--- src/rtl/dcng_pkg.sv ---
// dcng_pkg: constants, device profiles and sequencer states for the DC blocker,
// noise gate and VAD. No dependencies; used by every file in rtl/.
`timescale 1ns / 1ps
`default_nettype none

package dcng_pkg;

  localparam int FRAME_MAX = 1024;
  localparam int CNT_W     = $clog2(FRAME_MAX + 1);

  // serial divider and square root sizes
  localparam int DIVD_W    = 41;
  localparam int DIVS_W    = 24;
  localparam int DIV_CNT_W = $clog2(DIVD_W + 1);
  localparam int RAD_W     = 32;
  localparam int ROOT_W    = RAD_W / 2;
  localparam int SQ_CNT_W  = $clog2(ROOT_W + 1);

  // register indexes on the configuration port
  localparam logic [0:0] REG_MODE_SEL    = 1'd0;
  localparam logic [0:0] REG_MIC_PROFILE = 1'd1;

  // profile codes
  localparam logic [1:0] PROF_NEAR = 2'd0;
  localparam logic [1:0] PROF_BT   = 2'd1;
  localparam logic [1:0] PROF_FAR  = 2'd2;

  // Q0.24 constant rounded half up to Q0.15
  function automatic logic [14:0] q24(input logic [23:0] c);
    logic [24:0] s;
    s = 25'(c) + 25'd256;
    return s[23:9];
  endfunction

  localparam logic [15:0] DC_POLE     = 16'd65208;
  localparam logic [14:0] CLIP_LVL    = q24(24'd16441672);
  localparam logic [14:0] NOISE_RESET = q24(24'd167772);
  localparam logic [3:0]  HANGOVER    = 4'd10;
  localparam logic [12:0] GAIN_UNITY  = 13'd4096;

  typedef struct packed {
    logic [13:0] out_gain;  // Q2.12
    logic [14:0] gate_min;  // Q0.15
    logic [12:0] gate_mul;  // Q1.12
    logic [11:0] gate_low;  // Q0.12
    logic [14:0] sf_min;
    logic [13:0] sf_mul;
    logic [15:0] vad_on_p;  // Q0.16
    logic [14:0] pk_min;
    logic [14:0] pk_mul;
    logic [9:0]  alpha;     // Q0.16
    logic [14:0] n_min;
    logic [14:0] n_max;
  } profile_t;

  // unused code falls back to near-field
  function automatic profile_t profile_of(input logic [1:0] sel);
    profile_t p;
    case (sel)
      PROF_BT: p = '{out_gain: 14'd9011, gate_min: q24(24'd41943), gate_mul: 13'd4710,
                     gate_low: 12'd2130, sf_min: q24(24'd100663), sf_mul: 14'd8192,
                     vad_on_p: 16'd22282, pk_min: q24(24'd117441), pk_mul: 15'd8602,
                     alpha: 10'd524, n_min: q24(24'd16777), n_max: q24(24'd2013266)};
      PROF_FAR: p = '{out_gain: 14'd6963, gate_min: q24(24'd50332), gate_mul: 13'd5325,
                      gate_low: 12'd1434, sf_min: q24(24'd134218), sf_mul: 14'd9626,
                      vad_on_p: 16'd27525, pk_min: q24(24'd167772), pk_mul: 15'd11469,
                      alpha: 10'd655, n_min: q24(24'd16777), n_max: q24(24'd1677722)};
      default: p = '{out_gain: 14'd4096, gate_min: q24(24'd67109), gate_mul: 13'd6758,
                     gate_low: 12'd737, sf_min: q24(24'd201327), sf_mul: 14'd12288,
                     vad_on_p: 16'd34079, pk_min: q24(24'd301990), pk_mul: 15'd16384,
                     alpha: 10'd983, n_min: q24(24'd25166), n_max: q24(24'd1342177)};
    endcase
    return p;
  endfunction

  typedef enum logic [4:0] {
    ST_IDLE,
    ST_HP_MUL,
    ST_THR_MUL,
    ST_XF_MUL,
    ST_XF_DIV,
    ST_G1_MUL,
    ST_G2_MUL,
    ST_RAW_SQ,
    ST_PROC_SQ,
    ST_RAW_DIV,
    ST_RAW_SQRT,
    ST_PROC_DIV,
    ST_PROC_SQRT,
    ST_SF_MUL,
    ST_PK_MUL,
    ST_PROB_DIV,
    ST_VAD,
    ST_NL_MUL1,
    ST_NL_MUL2,
    ST_OUT
  } state_t;

endpackage

`default_nettype wire

--- src/rtl/dcng_div.sv ---
// dcng_div: restoring unsigned divider, one quotient bit per cycle.
// Depends on dcng_pkg for its widths.
`timescale 1ns / 1ps
`default_nettype none

module dcng_div import dcng_pkg::*; (
  input  logic              clk,
  input  logic              rst,
  input  logic              start,
  input  logic [DIVD_W-1:0] dividend,
  input  logic [DIVS_W-1:0] divisor,
  output logic              busy,
  output logic [DIVD_W-1:0] quotient
);

  logic [DIVD_W-1:0]    quo;
  logic [DIVS_W-1:0]    rem;
  logic [DIVS_W-1:0]    dvs;
  logic [DIV_CNT_W-1:0] cnt;
  logic [DIVS_W:0]      rem_sh;
  logic [DIVS_W+1:0]    trial;
  logic                 ge;

  assign rem_sh = {rem, quo[DIVD_W-1]};
  assign trial  = {1'b0, rem_sh} - {2'b0, dvs};
  assign ge     = !trial[DIVS_W+1];

  always_ff @(posedge clk) begin
    if (rst) begin
      cnt <= '0;
    end else if (start) begin
      cnt <= DIV_CNT_W'(DIVD_W);
    end else if (cnt != '0) begin
      cnt <= cnt - 1'b1;
    end
  end

  always_ff @(posedge clk) begin
    if (start) begin
      quo <= dividend;
      rem <= '0;
      dvs <= divisor;
    end else if (cnt != '0) begin
      quo <= {quo[DIVD_W-2:0], ge};
      rem <= ge ? trial[DIVS_W-1:0] : rem_sh[DIVS_W-1:0];
    end
  end

  assign busy     = (cnt != '0);
  assign quotient = quo;

endmodule

`default_nettype wire

--- src/rtl/dcng_isqrt.sv ---
// dcng_isqrt: digit-by-digit integer square root, one root bit per cycle.
// Depends on dcng_pkg for its widths.
`timescale 1ns / 1ps
`default_nettype none

module dcng_isqrt import dcng_pkg::*; (
  input  logic              clk,
  input  logic              rst,
  input  logic              start,
  input  logic [RAD_W-1:0]  radicand,
  output logic              busy,
  output logic [ROOT_W-1:0] root
);

  logic [RAD_W-1:0]    rad;
  logic [ROOT_W-1:0]   acc;
  logic [ROOT_W+2:0]   rem;
  logic [SQ_CNT_W-1:0] cnt;
  logic [ROOT_W+2:0]   rem_sh;
  logic [ROOT_W+2:0]   trial;
  logic [ROOT_W+3:0]   diff;
  logic                ge;

  assign rem_sh = {rem[ROOT_W:0], rad[RAD_W-1:RAD_W-2]};
  assign trial  = {1'b0, acc, 2'b01};
  assign diff   = {1'b0, rem_sh} - {1'b0, trial};
  assign ge     = !diff[ROOT_W+3];

  always_ff @(posedge clk) begin
    if (rst) begin
      cnt <= '0;
    end else if (start) begin
      cnt <= SQ_CNT_W'(ROOT_W);
    end else if (cnt != '0) begin
      cnt <= cnt - 1'b1;
    end
  end

  always_ff @(posedge clk) begin
    if (start) begin
      rad <= radicand;
      rem <= '0;
      acc <= '0;
    end else if (cnt != '0) begin
      rad <= {rad[RAD_W-3:0], 2'b00};
      rem <= ge ? diff[ROOT_W+2:0] : rem_sh;
      acc <= {acc[ROOT_W-2:0], ge};
    end
  end

  assign busy = (cnt != '0);
  assign root = acc;

endmodule

`default_nettype wire

--- src/rtl/dc_block_noise_gate_vad_top.sv ---
// dc_block_noise_gate_vad_top: DC blocker, soft noise gate and frame VAD.
// Depends on dcng_pkg, dcng_div and dcng_isqrt.
//
//   channel   direction  handshake              payload
//   cfg       in         cfg_wr_en              cfg_addr, cfg_wdata
//   in        in         in_valid / in_ready    sample_in, last_in_frame
//   out       out        out_valid / out_ready  out_sample .. asr_speech
//
// One item at a time. A shared shift-add multiplier (one multiplier bit per
// cycle) does the general products; small constant scalings are combinational.
// sum/n and the speech probability go through the one-bit-a-cycle divider, RMS
// through the serial square root. A frame end adds the mean and root steps;
// custom mode adds the filter and gate on each sample and the VAD at a frame end.
// rst is synchronous; afterwards mode_sel is 1 and profile near-field.
// The result sits in the output register; the next item is taken while it waits.
`timescale 1ns / 1ps
`default_nettype none

module dc_block_noise_gate_vad_top import dcng_pkg::*; (
  input  logic               clk,
  input  logic               rst,
  input  logic               cfg_wr_en,
  input  logic [0:0]         cfg_addr,
  input  logic [1:0]         cfg_wdata,
  input  logic               in_valid,
  output logic               in_ready,
  input  logic signed [15:0] sample_in,
  input  logic               last_in_frame,
  output logic               out_valid,
  input  logic               out_ready,
  output logic signed [15:0] out_sample,
  output logic               frame_end,
  output logic [14:0]        raw_rms,
  output logic [15:0]        raw_peak,
  output logic [14:0]        proc_rms,
  output logic [15:0]        proc_peak,
  output logic [14:0]        noise_floor,
  output logic [15:0]        speech_prob,
  output logic               vad_on,
  output logic [31:0]        speech_samples,
  output logic               asr_speech
);

  state_t state, state_next;

  // configuration
  logic       mode_sel;
  logic [1:0] mic_profile;
  profile_t   prof;

  // per-item working registers
  logic signed [15:0] x_r, y_r, hp_r;
  logic               last_r, fe_r;
  logic [15:0]        mag_r;
  logic [17:0]        thr_r;
  logic [12:0]        gain_r;
  logic [14:0]        rr_r, pr_r;
  logic [17:0]        floor_r, pkthr_r;
  logic [15:0]        prob_r;
  logic               vad_r;
  logic [31:0]        np_r;

  // filter, gate, VAD and frame state
  logic signed [15:0] prev_input, prev_highpass;
  logic [14:0]        noise_level;
  logic [3:0]         hangover_left;
  logic [31:0]        speech_total;
  logic [40:0]        raw_sum, proc_sum;
  logic [15:0]        raw_peak_hold, proc_peak_hold;
  logic [CNT_W-1:0]   samples_in_frame;

  // shared serial multiplier
  logic [47:0] mul_a, mul_p;
  logic [15:0] mul_b;
  logic [4:0]  mul_cnt;
  logic        mul_start, mul_busy;
  logic [31:0] mul_a_in;
  logic [15:0] mul_b_in;

  logic              div_start, div_busy;
  logic [DIVD_W-1:0] div_dvd_in, div_q;
  logic [DIVS_W-1:0] div_dvs_in;
  logic              sq_start, sq_busy;
  logic [RAD_W-1:0]  sq_rad_in;
  logic [ROOT_W-1:0] sq_root;

  logic op_issued, is_op, unit_busy, op_start, op_done, in_acc, out_load;

  assign prof   = profile_of(mic_profile);
  assign in_acc = in_valid && in_ready;

  // ---------------- combinational arithmetic ----------------
  logic [15:0]        abs_x, abs_y, abs_ph, abs_hp;
  logic signed [34:0] hp_diff, hp_sum;
  logic signed [32:0] pole_term;
  logic signed [18:0] hp_wide;
  logic signed [15:0] hp_calc;
  logic [32:0]        r12s;
  logic [17:0]        r12, thr_calc, floor_calc, pk_calc;
  logic               gate_low_rgn, xfade_rgn;
  logic [19:0]        thr3;
  logic [13:0]        gsum;
  logic [12:0]        gain_xf;
  logic signed [42:0] yv, yr;
  logic signed [18:0] yw, clip_pos, clip_neg;
  logic signed [15:0] y_calc;
  logic [21:0]        num_a, num_b, num_mag;
  logic               num_pos;
  logic               now_speech, vad_calc;
  logic [3:0]         hang_next;
  logic [32:0]        spk_sum, nls;
  logic [16:0]        nl;
  logic [14:0]        nl_clamped;
  logic [CNT_W-1:0]   cnt_inc;
  logic               frame_done;

  assign abs_x  = x_r[15] ? 16'(-x_r) : 16'(x_r);
  assign abs_y  = y_r[15] ? 16'(-y_r) : 16'(y_r);
  assign abs_ph = prev_highpass[15] ? 16'(-prev_highpass) : 16'(prev_highpass);
  assign abs_hp = hp_calc[15] ? 16'(-hp_calc) : 16'(hp_calc);

  // DC blocker: (x - x1) + pole * y1, rounded
  always_comb begin
    pole_term = prev_highpass[15] ? -$signed({1'b0, mul_p[31:0]})
                                  : $signed({1'b0, mul_p[31:0]});
    hp_diff   = 35'(x_r) - 35'(prev_input);
    hp_sum    = (hp_diff <<< 16) + 35'(pole_term) + 35'sd32768;
    hp_wide   = hp_sum[34:16];
    if (hp_wide > 19'sd32767)
      hp_calc = 16'sh7FFF;
    else if (hp_wide < -19'sd32768)
      hp_calc = 16'sh8000;
    else
      hp_calc = hp_wide[15:0];
  end

  // noise-scaled thresholds, product shifted down by 12 bits with rounding
  always_comb begin
    r12s       = 33'(mul_p[31:0]) + 33'd2048;
    r12        = r12s[29:12];
    thr_calc   = (r12 >= 18'(prof.gate_min)) ? r12 : 18'(prof.gate_min);
    if (thr_calc == '0)
      thr_calc = 18'd1;
    floor_calc = (r12 >= 18'(prof.sf_min)) ? r12 : 18'(prof.sf_min);
    if (floor_calc == '0)
      floor_calc = 18'd1;
    pk_calc    = (r12 >= 18'(prof.pk_min)) ? r12 : 18'(prof.pk_min);
    gate_low_rgn = {2'b00, mag_r} <= thr_calc;
    xfade_rgn    = 21'({mag_r, 1'b0}) <= 21'(thr_calc) * 21'd5;
  end

  assign thr3 = 20'(thr_r) * 20'd3;

  // crossfade gain, saturated at unity
  always_comb begin
    gsum = 14'(prof.gate_low) + 14'(div_q[12:0]);
    if (div_q[DIVD_W-1:13] != '0 || gsum > 14'(GAIN_UNITY))
      gain_xf = GAIN_UNITY;
    else
      gain_xf = gsum[12:0];
  end

  // output scaling: hp * gain * out_gain, rounded by 24 bits, clipped
  always_comb begin
    yv       = hp_r[15] ? -$signed({2'b00, mul_p[40:0]}) : $signed({2'b00, mul_p[40:0]});
    yr       = yv + 43'sd8388608;
    yw       = yr[42:24];
    clip_pos = 19'(CLIP_LVL);
    clip_neg = -clip_pos;
    if (yw > clip_pos)
      y_calc = 16'(clip_pos);
    else if (yw < clip_neg)
      y_calc = 16'(clip_neg);
    else
      y_calc = yw[15:0];
  end

  // speech probability numerator: 20*rms - 13*floor
  assign num_a   = 22'(pr_r) * 22'd20;
  assign num_b   = 22'(floor_r) * 22'd13;
  assign num_pos = num_a > num_b;
  assign num_mag = num_a - num_b;

  // hangover VAD
  always_comb begin
    now_speech = (prob_r > prof.vad_on_p) && ({2'b00, proc_peak_hold} > pkthr_r);
    if (now_speech)
      hang_next = HANGOVER;
    else if (hangover_left != '0)
      hang_next = hangover_left - 1'b1;
    else
      hang_next = '0;
    vad_calc = now_speech || (hang_next != '0);
    spk_sum  = 33'(speech_total) + 33'(samples_in_frame);
  end

  // noise floor EMA
  always_comb begin
    nls = 33'(np_r) + 33'(mul_p[31:0]) + 33'd32768;
    nl  = nls[32:16];
    if (nl < 17'(prof.n_min))
      nl_clamped = prof.n_min;
    else if (nl > 17'(prof.n_max))
      nl_clamped = prof.n_max;
    else
      nl_clamped = nl[14:0];
  end

  assign cnt_inc    = samples_in_frame + 1'b1;
  assign frame_done = last_r || (cnt_inc >= CNT_W'(FRAME_MAX));

  // ---------------- operation handshake ----------------
  always_comb begin
    is_op     = 1'b1;
    unit_busy = mul_busy;
    unique case (state) inside
      ST_IDLE, ST_VAD, ST_OUT: is_op = 1'b0;
      ST_XF_DIV, ST_RAW_DIV, ST_PROC_DIV, ST_PROB_DIV: unit_busy = div_busy;
      ST_RAW_SQRT, ST_PROC_SQRT: unit_busy = sq_busy;
      default: unit_busy = mul_busy;
    endcase
  end

  assign op_start = is_op && !op_issued;
  assign op_done  = is_op && op_issued && !unit_busy;
  assign out_load = (state == ST_OUT) && (!out_valid || out_ready);

  always_ff @(posedge clk) begin
    if (rst) begin
      op_issued <= 1'b0;
    end else if (op_start) begin
      op_issued <= 1'b1;
    end else if (op_done) begin
      op_issued <= 1'b0;
    end
  end

  // ---------------- next state ----------------
  always_comb begin
    state_next = state;
    unique case (state)
      ST_IDLE:      if (in_acc) state_next = mode_sel ? ST_HP_MUL : ST_RAW_SQ;
      ST_HP_MUL:    if (op_done) state_next = ST_THR_MUL;
      ST_THR_MUL: begin
        if (op_done)
          state_next = (!gate_low_rgn && xfade_rgn) ? ST_XF_MUL : ST_G1_MUL;
      end
      ST_XF_MUL:    if (op_done) state_next = ST_XF_DIV;
      ST_XF_DIV:    if (op_done) state_next = ST_G1_MUL;
      ST_G1_MUL:    if (op_done) state_next = ST_G2_MUL;
      ST_G2_MUL:    if (op_done) state_next = ST_RAW_SQ;
      ST_RAW_SQ:    if (op_done) state_next = ST_PROC_SQ;
      ST_PROC_SQ:   if (op_done) state_next = frame_done ? ST_RAW_DIV : ST_OUT;
      ST_RAW_DIV:   if (op_done) state_next = ST_RAW_SQRT;
      ST_RAW_SQRT:  if (op_done) state_next = ST_PROC_DIV;
      ST_PROC_DIV:  if (op_done) state_next = ST_PROC_SQRT;
      ST_PROC_SQRT: if (op_done) state_next = mode_sel ? ST_SF_MUL : ST_OUT;
      ST_SF_MUL:    if (op_done) state_next = ST_PK_MUL;
      ST_PK_MUL:    if (op_done) state_next = num_pos ? ST_PROB_DIV : ST_VAD;
      ST_PROB_DIV:  if (op_done) state_next = ST_VAD;
      ST_VAD:       state_next = vad_calc ? ST_OUT : ST_NL_MUL1;
      ST_NL_MUL1:   if (op_done) state_next = ST_NL_MUL2;
      ST_NL_MUL2:   if (op_done) state_next = ST_OUT;
      ST_OUT:       if (out_load) state_next = ST_IDLE;
      default:      state_next = ST_IDLE;
    endcase
  end

  // ---------------- unit starts and operands ----------------
  always_comb begin
    in_ready   = (state == ST_IDLE);
    mul_start  = 1'b0;
    div_start  = 1'b0;
    sq_start   = 1'b0;
    mul_a_in   = '0;
    mul_b_in   = '0;
    div_dvd_in = '0;
    div_dvs_in = '0;
    sq_rad_in  = '0;
    unique case (state)
      ST_HP_MUL: begin
        mul_start = op_start;
        mul_a_in  = 32'(abs_ph);
        mul_b_in  = DC_POLE;
      end
      ST_THR_MUL: begin
        mul_start = op_start;
        mul_a_in  = 32'(noise_level);
        mul_b_in  = 16'(prof.gate_mul);
      end
      ST_XF_MUL: begin
        mul_start = op_start;
        mul_a_in  = 32'(18'({2'b00, mag_r}) - thr_r);
        mul_b_in  = 16'({13'(GAIN_UNITY - 13'(prof.gate_low)), 1'b0});
      end
      ST_XF_DIV: begin
        div_start  = op_start;
        div_dvd_in = 41'(mul_p[31:0]) + 41'(thr3 >> 1);
        div_dvs_in = 24'(thr3);
      end
      ST_G1_MUL: begin
        mul_start = op_start;
        mul_a_in  = 32'(mag_r);
        mul_b_in  = 16'(gain_r);
      end
      ST_G2_MUL: begin
        mul_start = op_start;
        mul_a_in  = mul_p[31:0];
        mul_b_in  = 16'(prof.out_gain);
      end
      ST_RAW_SQ: begin
        mul_start = op_start;
        mul_a_in  = 32'(abs_x);
        mul_b_in  = abs_x;
      end
      ST_PROC_SQ: begin
        mul_start = op_start;
        mul_a_in  = 32'(abs_y);
        mul_b_in  = abs_y;
      end
      ST_RAW_DIV: begin
        div_start  = op_start;
        div_dvd_in = raw_sum;
        div_dvs_in = 24'(samples_in_frame);
      end
      ST_PROC_DIV: begin
        div_start  = op_start;
        div_dvd_in = proc_sum;
        div_dvs_in = 24'(samples_in_frame);
      end
      ST_RAW_SQRT, ST_PROC_SQRT: begin
        sq_start  = op_start;
        sq_rad_in = div_q[RAD_W-1:0];
      end
      ST_SF_MUL: begin
        mul_start = op_start;
        mul_a_in  = 32'(noise_level);
        mul_b_in  = 16'(prof.sf_mul);
      end
      ST_PK_MUL: begin
        mul_start = op_start;
        mul_a_in  = 32'(noise_level);
        mul_b_in  = 16'(prof.pk_mul);
      end
      ST_PROB_DIV: begin
        div_start  = op_start;
        div_dvd_in = 41'({num_mag, 16'h0000});
        div_dvs_in = 24'(24'(floor_r) * 24'd27);
      end
      ST_NL_MUL1: begin
        mul_start = op_start;
        mul_a_in  = 32'(noise_level);
        mul_b_in  = 16'(17'h10000 - 17'(prof.alpha));
      end
      ST_NL_MUL2: begin
        mul_start = op_start;
        mul_a_in  = 32'(pr_r);
        mul_b_in  = 16'(prof.alpha);
      end
      default: ;
    endcase
  end

  // ---------------- shift-add multiplier ----------------
  assign mul_busy = (mul_cnt != '0);

  always_ff @(posedge clk) begin
    if (rst) begin
      mul_cnt <= '0;
    end else if (mul_start) begin
      mul_cnt <= 5'd16;
    end else if (mul_busy) begin
      mul_cnt <= mul_cnt - 1'b1;
    end
  end

  always_ff @(posedge clk) begin
    if (mul_start) begin
      mul_a <= 48'(mul_a_in);
      mul_b <= mul_b_in;
      mul_p <= '0;
    end else if (mul_busy) begin
      if (mul_b[0])
        mul_p <= mul_p + mul_a;
      mul_a <= {mul_a[46:0], 1'b0};
      mul_b <= {1'b0, mul_b[15:1]};
    end
  end

  dcng_div u_div (
    .clk      (clk),
    .rst      (rst),
    .start    (div_start),
    .dividend (div_dvd_in),
    .divisor  (div_dvs_in),
    .busy     (div_busy),
    .quotient (div_q)
  );

  dcng_isqrt u_sqrt (
    .clk      (clk),
    .rst      (rst),
    .start    (sq_start),
    .radicand (sq_rad_in),
    .busy     (sq_busy),
    .root     (sq_root)
  );

  // ---------------- control state ----------------
  always_ff @(posedge clk) begin
    if (rst) begin
      state     <= ST_IDLE;
      mode_sel  <= 1'b1;
      mic_profile <= PROF_NEAR;
      out_valid <= 1'b0;
    end else begin
      state <= state_next;
      if (cfg_wr_en) begin
        unique case (cfg_addr)
          REG_MODE_SEL:    mode_sel    <= cfg_wdata[0];
          REG_MIC_PROFILE: mic_profile <= cfg_wdata;
          default: ;
        endcase
      end
      if (out_load)
        out_valid <= 1'b1;
      else if (out_ready)
        out_valid <= 1'b0;
    end
  end

  // ---------------- filter, gate and frame state ----------------
  always_ff @(posedge clk) begin
    if (rst) begin
      prev_input       <= '0;
      prev_highpass    <= '0;
      noise_level      <= NOISE_RESET;
      hangover_left    <= '0;
      speech_total     <= '0;
      raw_sum          <= '0;
      proc_sum         <= '0;
      raw_peak_hold    <= '0;
      proc_peak_hold   <= '0;
      samples_in_frame <= '0;
    end else begin
      if (state == ST_HP_MUL && op_done) begin
        prev_input    <= x_r;
        prev_highpass <= hp_calc;
      end
      if (state == ST_RAW_SQ && op_done)
        raw_sum <= raw_sum + 41'(mul_p[31:0]);
      if (state == ST_PROC_SQ && op_done) begin
        proc_sum         <= proc_sum + 41'(mul_p[31:0]);
        raw_peak_hold    <= (abs_x > raw_peak_hold) ? abs_x : raw_peak_hold;
        proc_peak_hold   <= (abs_y > proc_peak_hold) ? abs_y : proc_peak_hold;
        samples_in_frame <= cnt_inc;
      end
      if (state == ST_VAD) begin
        hangover_left <= hang_next;
        if (now_speech)
          speech_total <= spk_sum[32] ? 32'hFFFF_FFFF : spk_sum[31:0];
      end
      if (state == ST_NL_MUL2 && op_done)
        noise_level <= nl_clamped;
      // frame statistics restart once the frame result is registered
      if (out_load && fe_r) begin
        raw_sum          <= '0;
        proc_sum         <= '0;
        raw_peak_hold    <= '0;
        proc_peak_hold   <= '0;
        samples_in_frame <= '0;
      end
    end
  end

  // ---------------- per-item payload ----------------
  always_ff @(posedge clk) begin
    if (in_acc) begin
      x_r    <= sample_in;
      last_r <= last_in_frame;
      if (!mode_sel)
        y_r <= sample_in;
    end
    if (op_done) begin
      unique case (state)
        ST_HP_MUL: begin
          hp_r  <= hp_calc;
          mag_r <= abs_hp;
        end
        ST_THR_MUL: begin
          thr_r <= thr_calc;
          if (gate_low_rgn)
            gain_r <= 13'(prof.gate_low);
          else if (!xfade_rgn)
            gain_r <= GAIN_UNITY;
        end
        ST_XF_DIV:    gain_r  <= gain_xf;
        ST_G2_MUL:    y_r     <= y_calc;
        ST_PROC_SQ:   fe_r    <= frame_done;
        ST_RAW_SQRT:  rr_r    <= sq_root[15] ? 15'h7FFF : sq_root[14:0];
        ST_PROC_SQRT: pr_r    <= sq_root[15] ? 15'h7FFF : sq_root[14:0];
        ST_SF_MUL:    floor_r <= floor_calc;
        ST_PK_MUL: begin
          pkthr_r <= pk_calc;
          if (!num_pos)
            prob_r <= '0;
        end
        ST_PROB_DIV:  prob_r  <= (div_q[DIVD_W-1:16] != '0) ? 16'hFFFF : div_q[15:0];
        ST_NL_MUL1:   np_r    <= mul_p[31:0];
        default: ;
      endcase
    end
    if (state == ST_VAD)
      vad_r <= vad_calc;
    // fields beyond the sample are zero except on a frame end
    if (out_load) begin
      out_sample     <= y_r;
      frame_end      <= fe_r;
      raw_rms        <= fe_r ? rr_r : '0;
      raw_peak       <= fe_r ? raw_peak_hold : '0;
      proc_rms       <= fe_r ? pr_r : '0;
      proc_peak      <= fe_r ? proc_peak_hold : '0;
      noise_floor    <= fe_r ? noise_level : '0;
      speech_prob    <= (fe_r && mode_sel) ? prob_r : '0;
      vad_on         <= fe_r && mode_sel && vad_r;
      speech_samples <= fe_r ? speech_total : '0;
      asr_speech     <= fe_r && (mode_sel ? vad_r : 1'b1);
    end
  end

  // ---------------- assertions ----------------
  a_mul_idle_on_start: assert property (@(posedge clk) disable iff (rst)
    mul_start |-> (mul_cnt == '0))
    else $error("multiplier restarted while busy");

  a_frame_bound: assert property (@(posedge clk) disable iff (rst)
    samples_in_frame <= CNT_W'(FRAME_MAX))
    else $error("frame sample count overran");

  a_hangover_bound: assert property (@(posedge clk) disable iff (rst)
    hangover_left <= HANGOVER)
    else $error("hangover count out of range");

  a_noise_nonzero: assert property (@(posedge clk) disable iff (rst)
    noise_level != '0)
    else $error("noise floor collapsed to zero");

  a_out_hold: assert property (@(posedge clk) disable iff (rst)
    (state == ST_OUT && out_valid && !out_ready) |=> (state == ST_OUT && out_valid))
    else $error("result dropped while output stalled");

endmodule

`default_nettype wire
--- config.mk ---
export PLATFORM = sky130hd
export DESIGN_NAME = dc_block_noise_gate_vad_top
export DESIGN_NICKNAME = d
export VERILOG_FILES = /design/src/rtl/dcng_pkg.sv /design/src/rtl/dcng_div.sv /design/src/rtl/dcng_isqrt.sv /design/src/rtl/dc_block_noise_gate_vad_top.sv
export SDC_FILE = /design/constraint.sdc
export NUM_CORES = 2
export LEC_CHECK = 0
export BUFFER_PORTS_ARGS = -buffer_cell sky130_fd_sc_hd__buf_2
export CAP_MARGIN = 25
export CELL_PAD_IN_SITES_DETAIL_PLACEMENT = 1
export CELL_PAD_IN_SITES_GLOBAL_PLACEMENT = 1
export CORE_ASPECT_RATIO = 0.6
export CORE_MARGIN = 8
export CORE_UTILIZATION = 54
export CTS_CLUSTER_SIZE = 24
export DETAILED_ROUTE_END_ITERATION = 16
export PLACE_DENSITY_LB_ADDON = 0.05
export RECOVER_POWER = 100
export SKIP_LAST_GASP = 1
export SLEW_MARGIN = 20
export SYNTH_ARGS = -nofsm -noshare
export SYNTH_HDL_FRONTEND = slang
export SYNTH_HIERARCHICAL = 1
export SYNTH_SLANG_ARGS = --single-unit
--- constraint.sdc ---
create_clock -name clk -period 24.5 [get_ports clk]
set_input_delay 6.125 -clock clk [delete_from_list [all_inputs] [get_ports clk]]
set_output_delay 6.125 -clock clk [all_outputs]
set_load 0.03 [all_outputs]
## Word level (Yosys, flattened, before mapping)

Index checks and enable logic that the tools add are counted.

| operators by class | value |
|---|---|
| $add $sub $neg | 30 |
| multiply operators | 5 |
| magnitude comparators | 18 |
| equal/unequal tests | 42 |
| multiplexer cells | 89 |
| bitwise operators | 1 |
| reductions and logical operators | 69 |

Operator list:

| kind | number |
|---|---|
| case mux 169 bit (2 select lines) | 1 |
| case mux 32 bit (8 select lines) | 1 |
| 2-to-1 mux 16 bit | 15 |
| 2-to-1 mux 32 bit | 6 |
| case mux 16 bit (11 select lines) | 1 |
| case mux 41 bit (4 select lines) | 1 |
| 2-to-1 mux 5 bit | 26 |
| case mux 5 bit (20 select lines) | 1 |
| adder 41 x 32 -> 41 bit | 2 |
| 2-to-1 mux 41 bit | 2 |
| 2-to-1 mux 15 bit | 5 |
| case mux 23 bit (3 select lines) | 1 |
| negation 16 bit | 4 |
| >= comparator 18 x 15 -> 1 bit | 3 |
| 2-to-1 mux 18 bit | 3 |
| adder 48 bit | 1 |
| > comparator 16 bit | 3 |
| adder 43 x 25 -> 43 bit (second input constant) | 1 |
| 2-to-1 mux 43 bit | 1 |
| negation 41 -> 43 bit | 1 |
| == test 5 x 4 -> 1 bit (second input constant) | 8 |
| 2-to-1 mux 13 bit | 3 |
| > comparator 19 x 16 -> 1 bit (second input constant) | 2 |
| less-than comparator 19 x 16 -> 1 bit (second input constant) | 2 |
| other kinds (72) | 160 |

| word-level totals | value |
|---|---|
| register bits | 856 |
| input port bits | 25 |
| output and inout bits | 146 |
| word-level logic and storage cells | 313 |

## Logic depth before layout (Yosys ltp)

| depth | value |
|---|---|
| depth after elaboration | 12 |
| depth in mapped cells | 35 |
| gate-level depth less buffers | 34 |

## Cells and area by module

Netlist, hierarchy kept.

Modules (own cells, without submodules):

| module | times used | cells an instance | area each (µm²) | seq. area each (µm²) |
|---|---|---|---|---|
| dc_block_noise_gate_vad_top | 1 | 5,756 | 50,417.1 | 16,986.3 |
| dcng_div | 1 | 474 | 5,149.9 | 2,552.4 |
| dcng_isqrt | 1 | 380 | 3,752.3 | 1,721.7 |

## Least setup slack after synthesis

OpenSTA, ideal clock, no wires.

| timing | value |
|---|---|
| path type | in2reg |
| start | input out_ready |
| end | register raw_sum[31] |
| library setup time | 120 ps |
| data arrival time | 14,114 ps |
| data required time | 24,380 ps |
| path slack | 10,265 ps |
| cell stages on the path | 7 |
| buffers on the path | 2 |
| cell sequence | nand2b_1 > nor2b_1 > a21oi_1 > clkbuf_1 > buf_1 > nand4_1 > nand3_1 |

| on the way | value |
|---|---|
| longest elaborated chain between the ends | 4 |

Ends and longest elaborated chain:

| item | RTL line | RTL |
|---|---|---|
| start, declared | dc_block_noise_gate_vad_top.sv:30 | `input logic out_ready,` |
| logical OR 1 bit | dc_block_noise_gate_vad_top.sv:226 | `assign out_load = (state == ST_OUT) && (!out_valid \|\| out_ready);` |
| logical AND 1 bit | dc_block_noise_gate_vad_top.sv:226 |  |
| named net out_load | dc_block_noise_gate_vad_top.sv:87 | `logic op_issued, is_op, unit_busy, op_start, op_done, in_acc, out_load;` |
| logical AND 1 bit | dc_block_noise_gate_vad_top.sv:466 | `if (out_load && fe_r) begin` |
| OR reduction 2 bit (no source line) | n/a |  |
| end signal, assigned | dc_block_noise_gate_vad_top.sv:451 | `raw_sum <= raw_sum + 41'(mul_p[31:0]);` |
| end, declared | dc_block_noise_gate_vad_top.sv:68 | `logic [40:0] raw_sum, proc_sum;` |

The timed path passes the listed nets, and every way through them passes these cells.
A chain may end at the register's enable or synchronous reset.

## Worst setup path in the final report

| timing | value |
|---|---|
| start | input rst |
| end | register raw_sum[31] |

| on the way | value |
|---|---|
| longest elaborated chain between the ends | 1 |

Ends and longest elaborated chain:

| item | RTL line | RTL |
|---|---|---|
| start, declared | dc_block_noise_gate_vad_top.sv:21 | `input logic rst,` |
| OR reduction 2 bit (no source line) | n/a |  |

Every way passes these cells.

==> metrics.yaml <==
gp_congestion: 1.01
path_clk_slew_ns: 0.06
yosys-top-cells-count: "nand2_1 (648), ha_1 (590), a21oi_1 (508), nor2_1 (498), edfxtp_1 (470)"
synth.area.top_cells: "edfxtp_1 (24%), ha_1 (12%), dfxtp_1 (12%)"
cp-startpoint: "rst"
clkLatencyLatePin_ns: 0.72
ys_seq_elements: 827
grt_pass1_vias: 54247
regArea_um2: 21300
fin_nets: 7386
synth.most_common_cell: "nand2_1"
avgViaCountPerCell: 6.73
drt-initial-drc-count: 7047
fp-row-count: 94
reg2regPathDepth: 30
tightest_slew_ns: 4.37
clkPwrFrac_pct: 18.7
wl_per_cell_um: 29.5
combPwrFrac_pct: 51.5
synth_cells: 6610
p_leak_nw: 25.7
period_share_pct: 59.4
switching_share_pct: 46.7
drc: 0
grt_pass1_wl_um: 357000
crit_type: "in2reg"
setup_tns_ns: 0
max_cap_viol_count: 35
rsz0062_at_grt: "false"
multiInputGateArea_um2: 35400
slew_headroom_pct: -191
synth-edff-count: 470
required_ns: 25.08
ctsLongestPathBuffers: 3
dp_slack_ns: 15.38
r2r_start: "mul_p[25]$_SDFFE_PP0P_"
synth_flop_cell: "edfxtp_1"
holdCritPathClass: "reg2reg"
met1_usage_pct: 56.8
design_area_um2: 64300
synth_cell_types: 104
top_usage_layer: "met1"
netlist_area_um2: 59300
post-place-cells: 8075
track_usage_pct: 38.5
post_cts.repair.setup_buffers: 0
die_w_um: 444
synthesis.nets: 7271
final_cells: 8244
fill_cells: 12793
placed_area_um2: 62000
critPathCaptureType: "flip-flop"
syn2layout_area_growth_pct: 8.47
drt-total-wl_um: 244000
synth.top_cell.area_share_pct: 23.8
ys_seq_area_share_pct: 35.8
core_um2: 109000
skew_ns: 0.0271
syn_avg_cell_area_um2: 8.97
setup_viol: 0
port_buffers: 170
io-pin-count: 171
gr-total-overflow: 0
ys_warn_count: 6
status: "complete, but fails checks"
htreeDepth: 3
drt_pass1_iterations: 6
cts_resized: 0
hold_viol_final: 0
holdCritStartpoint: "y_r[1]$_DFF_P_"
dieArea_um2: 121000
grt_antenna_before_repair: 34
p_int_mw: 3.91
fin_ws_ns: 9.94
dp_hpwl_um: 185000
cts_tree: "built"
slew_violations: 1305
crit_path_max_fanout: 66
start_util_pct: 54.3
cts_hold_buf: 0
cts.sinks: 827
sequentialPowerShare_pct: 29.7
hold_depth: 0
vias: 55505
cts_root_buf: "clkbuf_16"
drive_gt1_share_pct: 5.75
yosysTopAreaCell: "edfxtp_1"
p_per_area_nw_per_um2: 114
cts_buffers: 83
start_kind: "input port"
ant_nets: 0
violations: "max-capacitance violations, max-slew violations"
net-switching-power_mw: 3.42
die_y_um: 273
ir_drop_mv: 0.0962
synthArstFlopShare_pct: 0
min_period_ns: 14.56
met2_usage_pct: 50.4
grt_max_degree: 93
clock.fmax_mhz: 68.7
grtUsageMet3_pct: 16.6
arrival_ns: 15.14
-- cells in the final DEF, fill, tap and decap left out, types with 33 or more instances in the layout --
| cell | n |
|---|---|
| inv_1 | 431 |
| or2_2 | 52 |
| o21ai_0 | 316 |
| a31oi_1 | 87 |
| mux2_2 | 69 |
| xnor2_1 | 283 |
| nor3_1 | 121 |
| nand4_1 | 66 |
| a222oi_1 | 34 |
| nor4_1 | 41 |
| or3_1 | 49 |
| a22oi_1 | 41 |
| nand2_1 | 647 |
| nand3_1 | 142 |
| fa_1 | 46 |
| and2_1 | 85 |
| clkbuf_1 | 242 |
| mux2i_1 | 50 |
| xor2_1 | 151 |
| ha_1 | 590 |
| o21a_1 | 65 |
| buf_4 | 59 |
| o31ai_1 | 50 |
| and3_1 | 82 |
| clkbuf_16 | 86 |
| a211oi_1 | 96 |
| o21bai_1 | 33 |
| a21o_1 | 123 |
| nor2b_1 | 80 |
| edfxtp_1 | 470 |
| and2_0 | 97 |
| a21oi_1 | 508 |
| o211ai_1 | 43 |
| nand2b_1 | 75 |
| dfxtp_1 | 357 |
| nor2_1 | 494 |
-- flip-flops by register name (all words and copies together), names as in the netlist, 17 cells and up --
| signal | cells |
|---|---|
| pkthr_r | 18 |
| np_r | 32 |
| mul_a | 41 |
| u_div/dvs | 24 |
| raw_sum | 41 |
| speech_samples | 32 |
| u_sqrt/rem | 17 |
| floor_r | 18 |
| u_sqrt/rad | 32 |
| proc_sum | 41 |
| u_div/quotient | 41 |
| u_div/rem | 24 |
| thr_r | 18 |
| mul_p | 41 |
| speech_total | 32 |
-- power by group through the flow --
stage          clock [mW]  combinational, mW  sequential, mW
2_1_floorplan           0               2.52            2.01
3_5_place_dp            0               3.59            2.16
3_3_place_gp            0               3.45            2.15
6_report             1.37               3.77            2.18
4_1_cts              1.37               3.65            2.14
5_1_grt              1.42               4.03            2.19
-- final timing paths --
path	end	slack [ns]
min reg2reg	out_sample[1]$_DFFE_PP_	0.44
min	out_sample[1]$_DFFE_PP_	0.44
max	raw_sum[31]$_SDFFE_PP0P_	9.94
max reg2reg	gain_r[1]$_DFFE_PP_	13.35
-- per-stage QoR --
stage	power (mW)	hold WS (ns)	util [%]
floorplan	4.53	0.406	-
global placement	5.60	0.418	56.7
detailed placement	5.76	0.425	56.7
CTS	7.16	0.441	59.3
global route	7.65	0.453	58.9
finish	7.32	0.444	58.9
-- cell families after synthesis --
group / after synthesis / share of synthesized area (%)
muxes: 126 / 2.29
and+or+nand+nor: 2161 / 17.8
other: 1 / 0.00632
adders and majority gates: 636 / 14.0
buffers and inverters: 705 / 4.58
xor gates and xnor gates: 434 / 6.41
DFF: 827 / 35.8
AOI/OAI and AO/OA: 1720 / 19.1
-- routing by layer --
layer,vias up,share of wire [%]
li1,24259,-
met1,27680,44
met2,3115,38
met3,429,16
met4,22,2.9
met5,-,0.067
-- critical path, cell delays in order --
cell and delay (ns):
clkbuf_1 2.57, clkinv_1 0.35, clkbuf_1 1.03, nand2_1 2.65
clkbuf_1 1.90, or4_1 0.30, nand3_1 0.07
-- final cells by class --
| cell class | instances | share of cell area, % |
|---|---|---|
| Timing Repair Buffer | 296 | 2.18 |
| Clock buffer | 113 | 3.61 |
| Inverter | 439 | 2.56 |
| Multi-Input combinational cell | 5078 | 55.1 |
| Antenna cell | 8 | 0.0311 |
| Tap cell | 1440 | 2.80 |
| Clock inverter | 43 | 0.727 |
| Sequential cell | 827 | 33.0 |
Power figures use the tool's default switching activity.
